## config.mk

```make
export PLATFORM = sky130hd
export DESIGN_NAME = sexpr_tokenizer
export DESIGN_NICKNAME = d
export VERILOG_FILES = /design/src/rtl/core/sxtok_pkg.sv /design/src/rtl/core/sxtok_fifo.sv /design/src/rtl/core/sxtok_front.sv /design/src/rtl/core/sxtok_back.sv /design/src/rtl/core/sexpr_tokenizer.sv
export SDC_FILE = /design/constraint.sdc
export NUM_CORES = 1
export LEC_CHECK = 0
export BUFFER_PORTS_ARGS = -buffer_cell sky130_fd_sc_hd__buf_2
export CAP_MARGIN = 20
export CORE_MARGIN = 1
export CORE_UTILIZATION = 60
export DETAILED_ROUTE_END_ITERATION = 16
export PLACE_DENSITY_LB_ADDON = 0.05
export SKIP_LAST_GASP = 1
export SLEW_MARGIN = 30
export SYNTH_ARGS = -nofsm -noshare
export SYNTH_HDL_FRONTEND = slang
export SYNTH_SLANG_ARGS = --single-unit
```

## constraint.sdc

```tcl
create_clock -name clk_i -period 6.3 [get_ports clk_i]
set_input_delay 0.945 -clock clk_i [delete_from_list [all_inputs] [get_ports clk_i]]
set_output_delay 0.945 -clock clk_i [all_outputs]
set_load 0.03 [all_outputs]
```

## src/rtl/core/sxtok_pkg.sv

```systemverilog
// ----------------------------------------------------------------------------
// sxtok_pkg: shared types and constants of the s-expression tokenizer
// Token kinds, lexer modes, character codes and the token record that
// travels from the lexer front end through the token queue to the back end.
// ----------------------------------------------------------------------------
package sxtok_pkg;

  // token kinds as seen on the result port
  typedef enum logic [3:0] {
    TOK_LPAREN = 4'd0,
    TOK_RPAREN = 4'd1,
    TOK_PERIOD = 4'd2,
    TOK_QUOTE  = 4'd3,
    TOK_INT    = 4'd4,
    TOK_STRING = 4'd5,
    TOK_SYMBOL = 4'd6,
    TOK_ERROR  = 4'd7,
    TOK_END    = 4'd8
  } tok_kind_e;

  // lexer modes, one-hot
  typedef enum logic [5:0] {
    MODE_IDLE    = 6'b000001,
    MODE_COMMENT = 6'b000010,
    MODE_INT     = 6'b000100,
    MODE_STRING  = 6'b001000,
    MODE_SYMBOL  = 6'b010000,
    MODE_ERROR   = 6'b100000
  } mode_e;

  // character codes
  localparam logic [7:0] ChSemi    = 8'h3B;
  localparam logic [7:0] ChLParen  = 8'h28;
  localparam logic [7:0] ChRParen  = 8'h29;
  localparam logic [7:0] ChPeriod  = 8'h2E;
  localparam logic [7:0] ChQuote   = 8'h27;
  localparam logic [7:0] ChDQuote  = 8'h22;
  localparam logic [7:0] ChNewline = 8'h0A;

  // width of the offset and length fields on the result port
  localparam int unsigned OutBits = 16;

  // one token as delivered
  typedef struct packed {
    tok_kind_e            kind;
    logic [OutBits-1:0]   start;
    logic [OutBits-1:0]   length;
  } token_t;

  // everything one character produces: one token, or two when two is set
  typedef struct packed {
    logic   two;
    token_t tok0;
    token_t tok1;
  } tok_pair_t;

endpackage

```

## src/rtl/core/sxtok_fifo.sv

```systemverilog
// ----------------------------------------------------------------------------
// sxtok_fifo: token queue between lexer front end and output back end
// Small register-based first-in first-out queue; the head entry is always
// visible on data_o while empty_o is low.
// ----------------------------------------------------------------------------
module sxtok_fifo #(
  parameter int unsigned WIDTH = 8,
  parameter int unsigned DEPTH = 4
) (
  input  logic             clk_i,
  input  logic             rst_ni,
  input  logic             push_i,
  input  logic [WIDTH-1:0] data_i,
  output logic             full_o,
  input  logic             pop_i,
  output logic [WIDTH-1:0] data_o,
  output logic             empty_o
);

  localparam int unsigned PtrW = (DEPTH > 1) ? $clog2(DEPTH) : 1;
  localparam int unsigned CntW = $clog2(DEPTH + 1);
  localparam logic [PtrW-1:0] PtrLast = PtrW'(DEPTH - 1);
  localparam logic [CntW-1:0] CntFull = CntW'(DEPTH);

  logic [WIDTH-1:0] mem_q [DEPTH];
  logic [PtrW-1:0]  wr_ptr_q, wr_ptr_d;
  logic [PtrW-1:0]  rd_ptr_q, rd_ptr_d;
  logic [CntW-1:0]  count_q, count_d;
  logic             do_push, do_pop;

  assign full_o  = (count_q == CntFull);
  assign empty_o = (count_q == '0);
  assign do_push = push_i && !full_o;
  assign do_pop  = pop_i && !empty_o;
  assign data_o  = mem_q[rd_ptr_q];

  // pointer and fill count update
  always_comb begin
    wr_ptr_d = wr_ptr_q;
    rd_ptr_d = rd_ptr_q;
    count_d  = count_q;
    if (do_push) begin
      wr_ptr_d = (wr_ptr_q == PtrLast) ? '0 : wr_ptr_q + 1'b1;
    end
    if (do_pop) begin
      rd_ptr_d = (rd_ptr_q == PtrLast) ? '0 : rd_ptr_q + 1'b1;
    end
    if (do_push && !do_pop) begin
      count_d = count_q + 1'b1;
    end else if (do_pop && !do_push) begin
      count_d = count_q - 1'b1;
    end
  end

  always_ff @(posedge clk_i or negedge rst_ni) begin
    if (!rst_ni) begin
      wr_ptr_q <= '0;
      rd_ptr_q <= '0;
      count_q  <= '0;
    end else begin
      wr_ptr_q <= wr_ptr_d;
      rd_ptr_q <= rd_ptr_d;
      count_q  <= count_d;
    end
  end

  // storage, no reset
  always_ff @(posedge clk_i) begin
    if (do_push) begin
      mem_q[wr_ptr_q] <= data_i;
    end
  end

  // fill count stays within the depth
  assert property (@(posedge clk_i) disable iff (!rst_ni) count_q <= CntFull)
    else $error("token queue count above depth");

  // a push into an empty queue shows up at the head next cycle
  assert property (@(posedge clk_i) disable iff (!rst_ni)
    (do_push && empty_o) |=> (!empty_o && data_o == $past(data_i)))
    else $error("token queue head does not match first push");

endmodule

```

## src/rtl/core/sxtok_front.sv

```systemverilog
// ----------------------------------------------------------------------------
// sxtok_front: lexer front end
// Accepts one character per transaction, classifies it against the current
// lexer mode and pushes the one or two tokens it finishes into the queue.
// ----------------------------------------------------------------------------
module sxtok_front import sxtok_pkg::*; #(
  parameter int unsigned POS_BITS = 16
) (
  input  logic      clk_i,
  input  logic      rst_ni,
  input  logic      push_i,
  input  logic [7:0] ch_i,
  input  logic      end_of_text_i,
  input  logic      q_full_i,
  output logic      q_push_o,
  output tok_pair_t q_data_o
);

  localparam logic [POS_BITS-1:0] PosMax = '1;

  // result of lexing one character from idle
  typedef struct packed {
    logic       hit;
    tok_kind_e  kind;
    logic       len1;
    mode_e      mode;
    logic       set_org;
    logic [POS_BITS-1:0] org;
  } lex_t;

  mode_e               mode_q, mode_d;
  logic [POS_BITS-1:0] pos_q, pos_d;
  logic [POS_BITS-1:0] org_q, org_d;
  logic                acc;
  lex_t                lx;
  logic [POS_BITS-1:0] span_v;
  logic                close_hit;
  tok_kind_e           close_kind;
  logic [POS_BITS-1:0] close_start;
  logic [POS_BITS-1:0] close_len;
  logic                lex_hit;
  tok_kind_e           lex_kind;
  logic                lex_len1;
  token_t              close_tok;
  token_t              lex_tok;

  function automatic logic is_space(input logic [7:0] c);
    return (c == 8'd32) || (c >= 8'd9 && c <= 8'd13);
  endfunction

  function automatic logic is_digit(input logic [7:0] c);
    return (c >= 8'd48) && (c <= 8'd57);
  endfunction

  function automatic logic is_graphic(input logic [7:0] c);
    return (c >= 8'd33) && (c <= 8'd126);
  endfunction

  function automatic logic [OutBits-1:0] clamp_out(input logic [POS_BITS-1:0] v);
    logic [31:0] w;
    w = 32'(v);
    return (w > 32'h0000_FFFF) ? '1 : w[OutBits-1:0];
  endfunction

  function automatic lex_t lex_idle(input logic [7:0] c, input logic [POS_BITS-1:0] p);
    lex_t r;
    r.hit     = 1'b0;
    r.kind    = TOK_ERROR;
    r.len1    = 1'b1;
    r.mode    = MODE_IDLE;
    r.set_org = 1'b0;
    r.org     = p;
    if (is_space(c)) begin
      r.mode = MODE_IDLE;
    end else if (c == ChSemi) begin
      r.mode = MODE_COMMENT;
    end else if (c == ChLParen) begin
      r.hit  = 1'b1;
      r.kind = TOK_LPAREN;
    end else if (c == ChRParen) begin
      r.hit  = 1'b1;
      r.kind = TOK_RPAREN;
    end else if (c == ChPeriod) begin
      r.hit  = 1'b1;
      r.kind = TOK_PERIOD;
    end else if (c == ChQuote) begin
      r.hit  = 1'b1;
      r.kind = TOK_QUOTE;
    end else if (is_digit(c)) begin
      r.mode    = MODE_INT;
      r.set_org = 1'b1;
    end else if (c == ChDQuote) begin
      r.mode    = MODE_STRING;
      r.set_org = 1'b1;
      r.org     = (p == PosMax) ? PosMax : p + 1'b1;
    end else if (is_graphic(c)) begin
      r.mode    = MODE_SYMBOL;
      r.set_org = 1'b1;
    end else begin
      r.hit  = 1'b1;
      r.kind = TOK_ERROR;
      r.len1 = 1'b0;
      r.mode = MODE_ERROR;
    end
    return r;
  endfunction

  assign acc    = push_i && !q_full_i;
  assign lx     = lex_idle(ch_i, pos_q);
  assign span_v = (pos_q > org_q) ? pos_q - org_q : '0;

  // mode update and token selection for one character
  always_comb begin
    mode_d      = mode_q;
    pos_d       = pos_q;
    org_d       = org_q;
    close_hit   = 1'b0;
    close_kind  = TOK_ERROR;
    close_start = pos_q;
    close_len   = '0;
    lex_hit     = 1'b0;
    lex_kind    = TOK_ERROR;
    lex_len1    = 1'b0;
    if (end_of_text_i) begin
      // flush pending token, then the end marker
      case (mode_q)
        MODE_INT: begin
          close_hit   = 1'b1;
          close_kind  = TOK_INT;
          close_start = org_q;
          close_len   = span_v;
        end
        MODE_SYMBOL: begin
          close_hit   = 1'b1;
          close_kind  = TOK_SYMBOL;
          close_start = org_q;
          close_len   = span_v;
        end
        MODE_STRING: begin
          close_hit  = 1'b1;
          close_kind = TOK_ERROR;
        end
        default: begin
          close_hit = 1'b0;
        end
      endcase
      lex_hit  = 1'b1;
      lex_kind = TOK_END;
      mode_d   = MODE_IDLE;
      pos_d    = '0;
      org_d    = '0;
    end else begin
      pos_d = (pos_q == PosMax) ? PosMax : pos_q + 1'b1;
      case (mode_q)
        MODE_COMMENT: begin
          if (ch_i == ChNewline) begin
            mode_d = MODE_IDLE;
          end
        end
        MODE_INT: begin
          if (is_digit(ch_i)) begin
            mode_d = MODE_INT;
          end else if (is_space(ch_i) || ch_i == ChLParen || ch_i == ChRParen) begin
            close_hit   = 1'b1;
            close_kind  = TOK_INT;
            close_start = org_q;
            close_len   = span_v;
            lex_hit     = lx.hit;
            lex_kind    = lx.kind;
            lex_len1    = lx.len1;
            mode_d      = lx.mode;
            if (lx.set_org) begin
              org_d = lx.org;
            end
          end else begin
            close_hit  = 1'b1;
            close_kind = TOK_ERROR;
            mode_d     = MODE_ERROR;
          end
        end
        MODE_STRING: begin
          if (ch_i == ChDQuote) begin
            close_hit   = 1'b1;
            close_kind  = TOK_STRING;
            close_start = org_q;
            close_len   = span_v;
            mode_d      = MODE_IDLE;
          end
        end
        MODE_SYMBOL: begin
          if (!(is_graphic(ch_i) && ch_i != ChLParen && ch_i != ChRParen)) begin
            close_hit   = 1'b1;
            close_kind  = TOK_SYMBOL;
            close_start = org_q;
            close_len   = span_v;
            lex_hit     = lx.hit;
            lex_kind    = lx.kind;
            lex_len1    = lx.len1;
            mode_d      = lx.mode;
            if (lx.set_org) begin
              org_d = lx.org;
            end
          end
        end
        MODE_ERROR: begin
          mode_d = MODE_ERROR;
        end
        default: begin
          lex_hit  = lx.hit;
          lex_kind = lx.kind;
          lex_len1 = lx.len1;
          mode_d   = lx.mode;
          if (lx.set_org) begin
            org_d = lx.org;
          end
        end
      endcase
    end
  end

  // pack the finished tokens for the queue
  always_comb begin
    close_tok.kind   = close_kind;
    close_tok.start  = clamp_out(close_start);
    close_tok.length = clamp_out(close_len);
    lex_tok.kind     = lex_kind;
    lex_tok.start    = clamp_out(pos_q);
    lex_tok.length   = lex_len1 ? OutBits'(1) : '0;
    q_data_o.two     = close_hit && lex_hit;
    q_data_o.tok0    = close_hit ? close_tok : lex_tok;
    q_data_o.tok1    = lex_tok;
  end

  assign q_push_o = acc && (close_hit || lex_hit);

  always_ff @(posedge clk_i or negedge rst_ni) begin
    if (!rst_ni) begin
      mode_q <= MODE_IDLE;
      pos_q  <= '0;
      org_q  <= '0;
    end else if (acc) begin
      mode_q <= mode_d;
      pos_q  <= pos_d;
      org_q  <= org_d;
    end
  end

  // end of text always returns the lexer to its reset state
  assert property (@(posedge clk_i) disable iff (!rst_ni)
    (acc && end_of_text_i) |=> (mode_q == MODE_IDLE && pos_q == '0 && org_q == '0))
    else $error("lexer not cleared after end of text");

  // end of text always delivers an end marker as the last token
  assert property (@(posedge clk_i) disable iff (!rst_ni)
    (acc && end_of_text_i) |-> (q_push_o && q_data_o.tok1.kind == TOK_END))
    else $error("end of text without end marker");

  // the character offset holds once saturated
  assert property (@(posedge clk_i) disable iff (!rst_ni)
    (acc && !end_of_text_i && pos_q == PosMax) |=> (pos_q == PosMax))
    else $error("character offset wrapped");

endmodule

```

## src/rtl/core/sxtok_back.sv

```systemverilog
// ----------------------------------------------------------------------------
// sxtok_back: output back end
// Walks the queue head entry token by token, marks the last token of each
// character and retires the entry when its last token is taken.
// ----------------------------------------------------------------------------
module sxtok_back import sxtok_pkg::*; (
  input  logic                clk_i,
  input  logic                rst_ni,
  input  logic                q_empty_i,
  input  tok_pair_t           q_head_i,
  output logic                q_pop_o,
  input  logic                pop_i,
  output logic                empty_o,
  output logic [3:0]          token_kind_o,
  output logic [OutBits-1:0]  token_start_o,
  output logic [OutBits-1:0]  token_length_o,
  output logic                last_of_run_o
);

  logic   sel_q, sel_d;
  logic   take;
  logic   last;
  token_t cur;

  assign empty_o = q_empty_i;
  assign take    = pop_i && !q_empty_i;
  assign last    = sel_q || !q_head_i.two;
  assign cur     = sel_q ? q_head_i.tok1 : q_head_i.tok0;
  assign q_pop_o = take && last;

  // current token of the head entry
  assign token_kind_o   = cur.kind;
  assign token_start_o  = cur.start;
  assign token_length_o = cur.length;
  assign last_of_run_o  = last;

  // step to the second token or back to the first of the next entry
  always_comb begin
    sel_d = sel_q;
    if (take) begin
      sel_d = !last;
    end
  end

  always_ff @(posedge clk_i or negedge rst_ni) begin
    if (!rst_ni) begin
      sel_q <= 1'b0;
    end else begin
      sel_q <= sel_d;
    end
  end

  // second token is only ever selected on a two-token entry at the head
  assert property (@(posedge clk_i) disable iff (!rst_ni)
    sel_q |-> (!q_empty_i && q_head_i.two))
    else $error("second token selected on a single-token entry");

endmodule

```

## src/rtl/core/sexpr_tokenizer.sv

```systemverilog
// ----------------------------------------------------------------------------
// sexpr_tokenizer: s-expression lexer, one character per transaction
// Top level: lexer front end, token queue and output back end.
// ----------------------------------------------------------------------------
// Usage
//   Input side is a queue: drive ch_i / end_of_text_i with push; the
//   transaction completes on a clock edge with push high and full low.
//   Result side is a queue: while empty is low the oldest token sits on
//   token_kind_o, token_start_o, token_length_o and last_of_run_o; it is
//   taken on a clock edge with pop high and empty low.
//   Each character gives zero, one or two tokens; last_of_run_o marks the
//   final token of a character. end_of_text_i flushes a pending token,
//   emits the end marker and restarts offsets at zero.
//   With the queue empty, a token is visible the cycle after its character is taken.
//   Throughput: one character per cycle while the token queue has room;
//   the result side drains one token per cycle while pop is high, so a
//   character giving two tokens occupies the output for two pops. The
//   front end's lexer mode register closes the per-character loop.
//   The queue holds QUEUE_DEPTH characters' worth of tokens; when the
//   receiver stalls, full rises once the queue fills and no token is lost.
//   Reset clears the lexer mode, offsets and the queue; no sweep follows.
// ----------------------------------------------------------------------------
module sexpr_tokenizer import sxtok_pkg::*; #(
  parameter int unsigned POS_BITS    = 16,  // 8 to 32
  parameter int unsigned QUEUE_DEPTH = 4    // 2 to 16
) (
  input  logic               clk_i,
  input  logic               rst_ni,
  input  logic               push,
  output logic               full,
  input  logic [7:0]         ch_i,
  input  logic               end_of_text_i,
  output logic               empty,
  input  logic               pop,
  output logic [3:0]         token_kind_o,
  output logic [OutBits-1:0] token_start_o,
  output logic [OutBits-1:0] token_length_o,
  output logic               last_of_run_o
);

  logic      q_push;
  logic      q_pop;
  logic      q_full;
  logic      q_empty;
  tok_pair_t q_wdata;
  tok_pair_t q_head;

  assign full = q_full;

  // lexer front end
  sxtok_front #(
    .POS_BITS (POS_BITS)
  ) u_front (
    .clk_i         (clk_i),
    .rst_ni        (rst_ni),
    .push_i        (push),
    .ch_i          (ch_i),
    .end_of_text_i (end_of_text_i),
    .q_full_i      (q_full),
    .q_push_o      (q_push),
    .q_data_o      (q_wdata)
  );

  // token queue
  sxtok_fifo #(
    .WIDTH ($bits(tok_pair_t)),
    .DEPTH (QUEUE_DEPTH)
  ) u_queue (
    .clk_i   (clk_i),
    .rst_ni  (rst_ni),
    .push_i  (q_push),
    .data_i  (q_wdata),
    .full_o  (q_full),
    .pop_i   (q_pop),
    .data_o  (q_head),
    .empty_o (q_empty)
  );

  // output back end
  sxtok_back u_back (
    .clk_i          (clk_i),
    .rst_ni         (rst_ni),
    .q_empty_i      (q_empty),
    .q_head_i       (q_head),
    .q_pop_o        (q_pop),
    .pop_i          (pop),
    .empty_o        (empty),
    .token_kind_o   (token_kind_o),
    .token_start_o  (token_start_o),
    .token_length_o (token_length_o),
    .last_of_run_o  (last_of_run_o)
  );

endmodule
```

==> results of run 1 <==
[worst min path at each step]
stage | start | end | slack [ps] | cells past startpoint
after floorplan | u_front.mode_q[0]$_DFFE_PN1P_ | u_front.mode_q[0]$_DFFE_PN1P_ | 470 | 2
after global placement | u_front.mode_q[0]$_DFFE_PN1P_ | u_front.mode_q[0]$_DFFE_PN1P_ | 490 | 2
after detailed placement | u_front.mode_q[0]$_DFFE_PN1P_ | u_front.mode_q[0]$_DFFE_PN1P_ | 500 | 2
after CTS | u_front.mode_q[0]$_DFFE_PN1P_ | u_front.mode_q[0]$_DFFE_PN1P_ | 510 | 2
after global routing | u_front.org_q[10]$_DFFE_PN0P_ | u_front.org_q[10]$_DFFE_PN0P_ | 540 | 1
final | rst_ni | u_front.mode_q[1]$_DFFE_PN0P_ | 490 | 2
[cells in the mapped netlist (3+ instances only)]
library cell	instances
xor2_1	7
clkbuf_8	3
o31ai_1	3
mux4_2	58
xnor2_1	8
nor2_1	53
buf_1	8
mux2_2	38
inv_1	35
a22o_1	12
a32o_1	7
and2_1	3
or3_1	3
o211ai_1	4
a31oi_1	13
nand3_1	15
or4_1	6
nor4b_1	4
o21bai_1	7
dfrtp_1	45
and4_1	3
and3_1	11
ha_1	23
a211oi_1	10
clkbuf_1	30
nor4_1	4
nand2_1	26
o21a_1	8
or2_2	7
a21o_1	6
buf_4	3
a21oi_1	44
nand2b_1	8
buf_2	6
o21ai_0	31
edfxtp_1	232
nand4_1	11
nor3_1	22
o22a_1	6
nor2b_1	24
[worst register-to-register path, stage by stage (launching register included)]
cell	delay, ps
dfrtp_1	590
inv_1	180
ha_1	260
inv_1	80
fa_1	230
a211oi_1	120
o21ai_0	410
a41oi_1	220
o21ai_0	320
o2111ai_2	430
a2111oi_1	900
[logic make-up (layout without fill, tap and decap cells)]
group | count (synthesis) | count (layout) | share of synthesized area
flops | 278 | 278 | 0.605
simple gates | 222 | 222 | 0.0972
compound gates | 187 | 187 | 0.101
mux | 99 | 99 | 0.132
buf+inv | 89 | 154 | 0.0310
fa+ha+maj | 25 | 25 | 0.0244
xor+xnor | 15 | 15 | 0.00979
[stage by stage]
stage	hold slack, ps	power [mW]	util	cell area (um2)	instances
3_5_place_dp	503	4.78	0.637	13900	1208
6_report	491	6.32	0.678	14800	1260
4_1_cts	509	6.37	0.678	14800	1260
3_3_place_gp	492	4.70	0.635	13900	1206
2_1_floorplan	472	4.19	-	13400	915
5_1_grt	543	6.63	0.678	14800	1260
[layer usage]
metal  up-vias  track usage  routed length, um
li1       3719            -                  -
met4         0       0.0579                422
met5         -            0                  0
met1      4102        0.370              12900
met2       248        0.409              13700
met3        36       0.0377               1470
[placed cells by master (no fill, tap or decap), types with 12 or more instances in the layout]
cell type | netlist | routed
buf_2 | 6 | 51
ha_1 | 23 | 23
clkbuf_16 | 0 | 29
o21ai_0 | 31 | 31
a31oi_1 | 13 | 13
dfrtp_1 | 45 | 43
a22o_1 | 12 | 12
nor3_1 | 22 | 22
mux4_2 | 58 | 58
nand3_1 | 15 | 15
buf_4 | 3 | 14
nand2_1 | 26 | 26
a21oi_1 | 44 | 44
nor2b_1 | 24 | 24
nor2_1 | 53 | 49
mux2_2 | 38 | 38
inv_1 | 35 | 35
edfxtp_1 | 232 | 232
[state kept, by name (all words and copies together), names as in the netlist]
signal	count
u_front.mode_q	6
u_queue.mem_q	232
u_front.org_q	16
u_back.sel_q	1
u_front.pos_q	16
u_queue.count_q	3
u_queue.wr_ptr_q	2
u_queue.rd_ptr_q	2
[power by group through the flow]
stage	registers (mW)	logic (mW)	clock network, mW
global route	2.58	2.36	1.69
floorplan	2.46	1.73	0
global placement	2.56	2.14	0
finish	2.55	2.18	1.59
CTS	2.55	2.20	1.62
detailed placement	2.58	2.20	0
[cell type report]
cell class	instances	share of cell area
multi-input cells	548	0.332
clock buffers	34	0.0502
well taps	280	0.0236
clock inverters	18	0.0101
inverters	35	0.00885
flip-flops and latches	278	0.547
repair buffers	67	0.0280
==> out/metrics.cfg, run 1 <==
[run_status]
status=finished, final reports clean

[clock_network]
htree_levels=1
path_clk_slew_ps=60
post-cts-setup-buffers=0
cts-root-buf=clkbuf_16
clock_path_buffers=3
clock_sinks=278
cts_buffers=28
ctsResizeCount=0
cts_tree=built
postCtsHoldBufs=0
clk_latency_ps=530

[critical_path]
r2r_slack_ps=2260
cp.depth=4
path_class=reg2out
cp.buffers_inverters=2
worstPathMaxFanout=43
worstPathRequired_ps=5350
startpoint=u_queue.rd_ptr_q[0]$_DFFE_PN0P_
r2r-start=u_front.pos_q[0]$_DFFE_PN0P_
crit_chain=buf_4, mux4_2, mux2_2, buf_2
worstRegToRegCells=10
worst_path_max_delay_cell=dfrtp_4
slowest_delay_ps=1010
r2r_end=u_queue.mem_q[1][31]$_DFFE_PP_
arrival_ps=3130
start_kind=register
cp-endpoint=token_start_o[7]
end_kind=output pin
path_delay_family=flip-flops

[timing]
layout_setup_ws_ps=2220
post-route-period-util=0.647
final_hold_viol_count=0
clock_skew_ps=11.1
period_needed_ps=4080
finalMaxSlewViolations=0
tightest_slew_ps=937
relSlewSlack=0.371
timing.fmax_mhz=245
finalSetupViolCount=0
rsz0062_at_grt=no
fin_setup_tns_ps=0

[logic_synthesis]
yosys.cell_types.count=93
netlist_area_mm2=0.0134
synthCells=915
synth.area.top_cells=edfxtp_1, mux4_2, dfrtp_1
yosysWarningCount=0
netlist.area_leader.share=0.519
yosysSeqAreaShare=0.605
syn_nets=953
synth-edff-count=232
ys_ff_latch=278
synth_area_leader_cell=edfxtp_1
async_reset_ff_frac=0.165
avgSynthCellArea_um2=14.7
synth_ff_type=edfxtp_1

[placement]
portBuffers=51
place.gp.congestion=0.870
dp_hpwl_um=18700
dp_slack_ps=1680

[layout]
drive_gt1_frac=0.251
regArea_mm2=0.00812
nNetsFinal=996
synthToLayoutAreaGrowth_pct=10.6
fill_cells=1540
antenna_cells=0
multi_input_area_mm2=0.00493

[global_route]
grt_pass1_vias=7891
antenna_found_initial=0
grt_overflow=0
grt_use_total=0.254
grt_max_degree=61
grt_pass1_wl_um=44000

[power_and_ir_drop]
p_leak_nw=5.31
seq_power_share=0.403
p_clk_frac=0.252
cellPowerDensity_mw_per_mm2=426
swShare=0.338
comb_power_share=0.345
p_int_mw=4.19
power_switching_mw=2.13
vdd_drop_max_mv=0.329

[detailed_routing]
vias_per_cell=6.43
drc=0
drt_first_pass_iters=6
ant_nets=0
drtIter0Drc=626
wl_per_cell_um=22.6
drt-total-wl_um=28500
num_vias=8105

[floorplanning]
core_mm2=0.0219
rows=54
ioPinCount=52
die_y_um=152
initial_core_util=0.613
die_x_um=152
die_area_mm2=0.0230

[job]
cap_violations=0

[hold_path]
hp-class=in2async

No activity file was read; power rests on OpenSTA's default activity.
==> inputs of run 2 (changes only) <==
--- a/config.mk
+++ b/config.mk
@@ -8,7 +8,7 @@
 export BUFFER_PORTS_ARGS = -buffer_cell sky130_fd_sc_hd__buf_2
 export CAP_MARGIN = 20
 export CORE_MARGIN = 1
-export CORE_UTILIZATION = 60
+export CORE_UTILIZATION = 56
 export DETAILED_ROUTE_END_ITERATION = 16
 export PLACE_DENSITY_LB_ADDON = 0.05
 export SKIP_LAST_GASP = 1
==> constraint.sdc (replaced) <==
create_clock -name clk_i -period 3.71 [get_ports clk_i]
set_input_delay 0.5565 -clock clk_i [delete_from_list [all_inputs] [get_ports clk_i]]
set_output_delay 0.5565 -clock clk_i [all_outputs]
set_load 0.03 [all_outputs]
==> run 2 against run 1 <==
  * Hold slack worse by 180 ps
  * Flip-flop and latch count stayed put
  * Combinational power is 79% higher
  * Register-to-register slack worse by 2000 ps
  * Global-route usage is 0.78 points lower
  * Critical endpoint is now u_queue.mem_q[0][25]$_DFFE_PP_
==> out/metrics.cfg, run 2 (synthesis gave the netlist of run 1 again) <==
[run_status]
status=finished, final reports clean

[power_and_ir_drop]
vdd_drop_max_mv=0.627
p_leak_nw=5.42
cellPowerDensity_mw_per_mm2=720
p_total_mw=10.9

[critical_path]
start_kind=register
path_class=reg2reg
path_delay_family=compound AO/OA/AOI/OAI gates
end_kind=register
r2r_slack_ps=310
worstPathMaxFanout=12
slowest_delay_ps=520
cp.buffers_inverters=1
arrival_ps=3670
worstPathRequired_ps=3980
crit_chain=ha_1, o21ai_0, o21ai_0, a41oi_1, o21ai_0, o2111ai_2, buf_4, nor3_1
path_common_cell=o21ai_0
worst_path_max_delay_cell=dfrtp_1

[layout]
final_cell_mix=edfxtp_1, mux4_2, buf_2
regMostFlops=u_queue.mem_q
nNetsFinal=1015
final_common_cell=edfxtp_1
final_cell_area_mm2=0.0151
synthToLayoutAreaGrowth_pct=12.5
antenna_cells=0
top_regs=u_queue.mem_q (232), u_front.org_q (16), u_front.pos_q (16)
largest_reg_flops=232
drive_gt1_frac=0.264

[detailed_routing]
drtIter0Drc=751
vias_per_cell=6.24
wl_met2_um=13900
dr_wl_met3_um=1760
routed.top_layer=met4
wl_per_cell_um=22.2
ant_nets=0
drt-total-wl_um=29300
wl_met1_um=13100
drc=0
drt_first_pass_iters=5
num_vias=8227

[timing]
layout_setup_ws_ps=309
relSlewSlack=0.382
final_hold_viol_count=0
rsz0062_at_grt=no
period_needed_ps=3400
clock_skew_ps=11.4
post-route-period-util=0.917
tightest_slew_ps=919
finalSetupViolCount=0
finalMaxSlewViolations=0
timing.fmax_mhz=294
fin_setup_tns_ps=0

[floorplanning]
die_y_um=157
ioPinCount=52
die_area_mm2=0.0246
die_x_um=157
rows=56
initial_core_util=0.572
core_mm2=0.0235

[clock_network]
post-cts-setup-buffers=0
cts_buffers=28
postCtsHoldBufs=1
clk_latency_ps=540
path_clk_slew_ps=60
clock_sinks=278
htree_levels=1
ctsResizeCount=0
cts_tree=built
clock_path_buffers=3
cts-root-buf=clkbuf_16

[global_route]
grt_use_total=0.247
antenna_found_initial=0
grt_pass1_wl_um=45700
grt_max_degree=61
grt_pass1_vias=8214
grt_overflow=0

[hold_path]
hp-class=in2reg

[placement]
dp_slack_ps=158
dp_hpwl_um=19000
dpl_cell_area_mm2=0.0142
portBuffers=51
place.gp.congestion=0.873

[job]
cap_violations=0

run 2: cell count changes in the layout (fill, tap and decap cells not counted):
cell,change
clkbuf_1,-2
dfrtp_1,-1
bufinv_16,+1
clkinv_2,-1
buf_12,+6
dlygate4sd3_1,+1
clkinv_1,+3
buf_4,+14
dfrtp_2,+1
inv_8,+1
buf_16,-2
inv_6,-2
run 2: final timing paths:
check | cells after the start | from | end
worst min register to register | 2 | u_front.mode_q[0]$_DFFE_PN1P_ | u_front.mode_q[0]$_DFFE_PN1P_
worst max-delay path | 8 | u_front.pos_q[3]$_DFFE_PN0P_ | u_queue.mem_q[0][25]$_DFFE_PP_
max in group asynchronous | 3 | rst_ni | u_front.mode_q[0]$_DFFE_PN1P_
worst min-delay path | 2 | end_of_text_i | u_front.pos_q[1]$_DFFE_PN0P_
min in group asynchronous | 2 | rst_ni | u_queue.count_q[1]$_DFFE_PN0P_
worst max register to register | 8 | u_front.pos_q[3]$_DFFE_PN0P_ | u_queue.mem_q[0][25]$_DFFE_PP_
run 2: report_power, final:
group          switching [mW]  internal (mW)  leakage, nW
Sequential              0.209           3.97         2.78
Clock                    1.15           1.63        0.446
Combinational            2.28           1.62         2.19
run 2: layout make-up:
| class | instances | area (um2) |
|---|---|---|
| Clock buffer | 32 | 737 |
| Clock inverter | 20 | 180 |
| Fill cell | 1720 | 8380 |
| Inverter | 35 | 131 |
| Multi-Input combinational cell | 548 | 4930 |
| Sequential cell | 278 | 8130 |
| Tap cell | 319 | 399 |
| Timing Repair Buffer | 86 | 596 |
run 2: worst register-to-register path, stage by stage (launching register included):
cell,delay [ps]
dfrtp_1,520
ha_1,430
o21ai_0,160
o21ai_0,400
a41oi_1,220
o21ai_0,340
o2111ai_2,350
buf_4,270
nor3_1,430
run 2: per-layer routing:
layer  global-route usage  vias up
li1                     -     3763
met1                0.354     4142
met2                0.397      285
met3               0.0357       37
met4               0.0640        0
met5                    0        -
run 2: stage by stage:
step,cells,util,hold WS (ps)
after floorplan,915,-,261
after global placement,1265,0.604,502
after detailed placement,1265,0.604,504
after CTS,1318,0.643,281
after global routing,1318,0.643,301
final,1318,0.643,308
==> inputs of run 3 (changes only) <==
--- a/config.mk
+++ b/config.mk
@@ -11,6 +11,7 @@
 export CORE_UTILIZATION = 56
 export DETAILED_ROUTE_END_ITERATION = 16
 export PLACE_DENSITY_LB_ADDON = 0.05
+export SETUP_SLACK_MARGIN = 0.5
 export SKIP_LAST_GASP = 1
 export SLEW_MARGIN = 30
 export SYNTH_ARGS = -nofsm -noshare
==> run 3 against run 2 <==
  * Wire length is 2.0% higher
  * Global-route usage is 0.57 points higher
  * Largest power group unchanged
  * Via count up 0.21%
==> out/metrics.cfg, run 3 (synthesis gave the netlist of run 1 again) <==
[timing]
holdWs_ps=36.6
tightest_slew_ps=851
final_hold_viol_count=0
timing.fmax_mhz=314
clock_skew_ps=10.7
period_needed_ps=3190
post-route-period-util=0.859
finalSetupViolCount=0
fin_setup_tns_ps=0
rsz0062_at_grt=yes
finalMaxSlewViolations=0
relSlewSlack=0.427
layout_setup_ws_ps=522

[critical_path]
worstPathRequired_ps=3980
worstPathMaxFanout=12
path_common_cell=o21ai_0
start_kind=register
path_delay_family=compound AO/OA/AOI/OAI gates
end_kind=register
arrival_ps=3460
crit_chain=ha_1, o21ai_0, o21ai_2, a41oi_1, o21ai_0, o2111ai_2, buf_4, nor3_1
slowest_delay_ps=540
cp.buffers_inverters=1
worst_path_max_delay_cell=dfrtp_1
path_class=reg2reg

[floorplanning]
die_y_um=157
initial_core_util=0.572
die_x_um=157
core_mm2=0.0235
rows=56
ioPinCount=52
die_area_mm2=0.0246

[detailed_routing]
ant_nets=0
wl_per_cell_um=22.7
drt_first_pass_iters=5
num_vias=8244
drtIter0Drc=684
vias_per_cell=6.25
drc=0
drt-total-wl_um=29900

[layout]
largest_reg_flops=232
final_core_util=0.652
drive_gt1_frac=0.282
synthToLayoutAreaGrowth_pct=14.0
regMostFlops=u_queue.mem_q
final_common_cell=edfxtp_1
regArea_mm2=0.00813
fill_cells=1695
top_regs=u_queue.mem_q (232), u_front.org_q (16), u_front.pos_q (16)
multi_input_area_mm2=0.00498
final_cell_mix=edfxtp_1, mux4_2, buf_2
antenna_cells=0
nNetsFinal=1016

[global_route]
grt_pass1_wl_um=47000
grt_use_total=0.252
grt_max_degree=49
grt_overflow=0
antenna_found_initial=0
grt_pass1_vias=8403

[clock_network]
clk_latency_ps=540
cts_tree=built
cts-root-buf=clkbuf_16
path_clk_slew_ps=60
htree_levels=1
clock_path_buffers=3
postCtsHoldBufs=0
cts_buffers=28
clock_sinks=278

[placement]
portBuffers=51
place.gp.congestion=0.848
dp_slack_ps=341
dp_hpwl_um=19200

[run_status]
status=finished, final reports clean

[hold_path]
hp-class=in2async

[power_and_ir_drop]
p_total_mw=11.3
vdd_drop_max_mv=0.536
p_leak_nw=5.50
cellPowerDensity_mw_per_mm2=739

[job]
cap_violations=0

## run 3: timing repair
item,4_1_cts,5_1_grt
setup buffers,1,0
resized for setup,4,7
gates cloned,1,0
endpoints found under the setup margin,41,55
pin swaps,0,1
endpoints found under the hold margin,0,0
## run 3: layout make-up
cell class / instances / area share
multi-input cells: 548 / 0.325
flip-flops and latches: 278 / 0.531
repair buffers: 87 / 0.0412
well taps: 319 / 0.0261
clock buffers: 29 / 0.0460
inverters: 35 / 0.00859
clock inverters: 23 / 0.0216
## run 3: worst paths after layout
| check | startpoint | end | slack (ps) | cells after the start |
|---|---|---|---|---|
| max in group asynchronous | rst_ni | u_queue.rd_ptr_q[0]$_DFFE_PN0P_ | 3170 | 1 |
| min in group clk_i | pop | u_back.sel_q$_DFFE_PN0P_ | 340 | 4 |
| hold / removal | rst_ni | u_front.org_q[8]$_DFFE_PN0P_ | 40 | 1 |
| hold reg to reg | u_front.mode_q[0]$_DFFE_PN1P_ | u_front.mode_q[0]$_DFFE_PN1P_ | 520 | 2 |
| setup / recovery | u_front.pos_q[3]$_DFFE_PN0P_ | u_queue.mem_q[0][25]$_DFFE_PP_ | 520 | 8 |
| setup reg to reg | u_front.pos_q[3]$_DFFE_PN0P_ | u_queue.mem_q[0][25]$_DFFE_PP_ | 520 | 8 |
## run 3: per-stage QoR
step / std cells / instance area (um2)
global route: 1319 / 15300
global placement: 1265 / 14200
floorplan: 915 / 13500
detailed placement: 1265 / 14200
CTS: 1319 / 15300
finish: 1319 / 15300
## run 3: power breakdown
group          internal (mW)  switching (mW)  leakage [nW]  total [mW]
Clock                   1.89            1.19         0.491        3.07
Combinational           1.69            2.31          2.23        4.00
Sequential              3.97           0.258          2.78        4.23
Total                   7.54            3.76          5.50        11.3
## run 3: metal layers
layer | up-vias | wire [um] | track usage
met5 | - | 0 | 0
met4 | 0 | 547 | 0.0682
met3 | 39 | 1530 | 0.0349
met2 | 251 | 14500 | 0.412
met1 | 4195 | 13300 | 0.356
li1 | 3759 | - | -
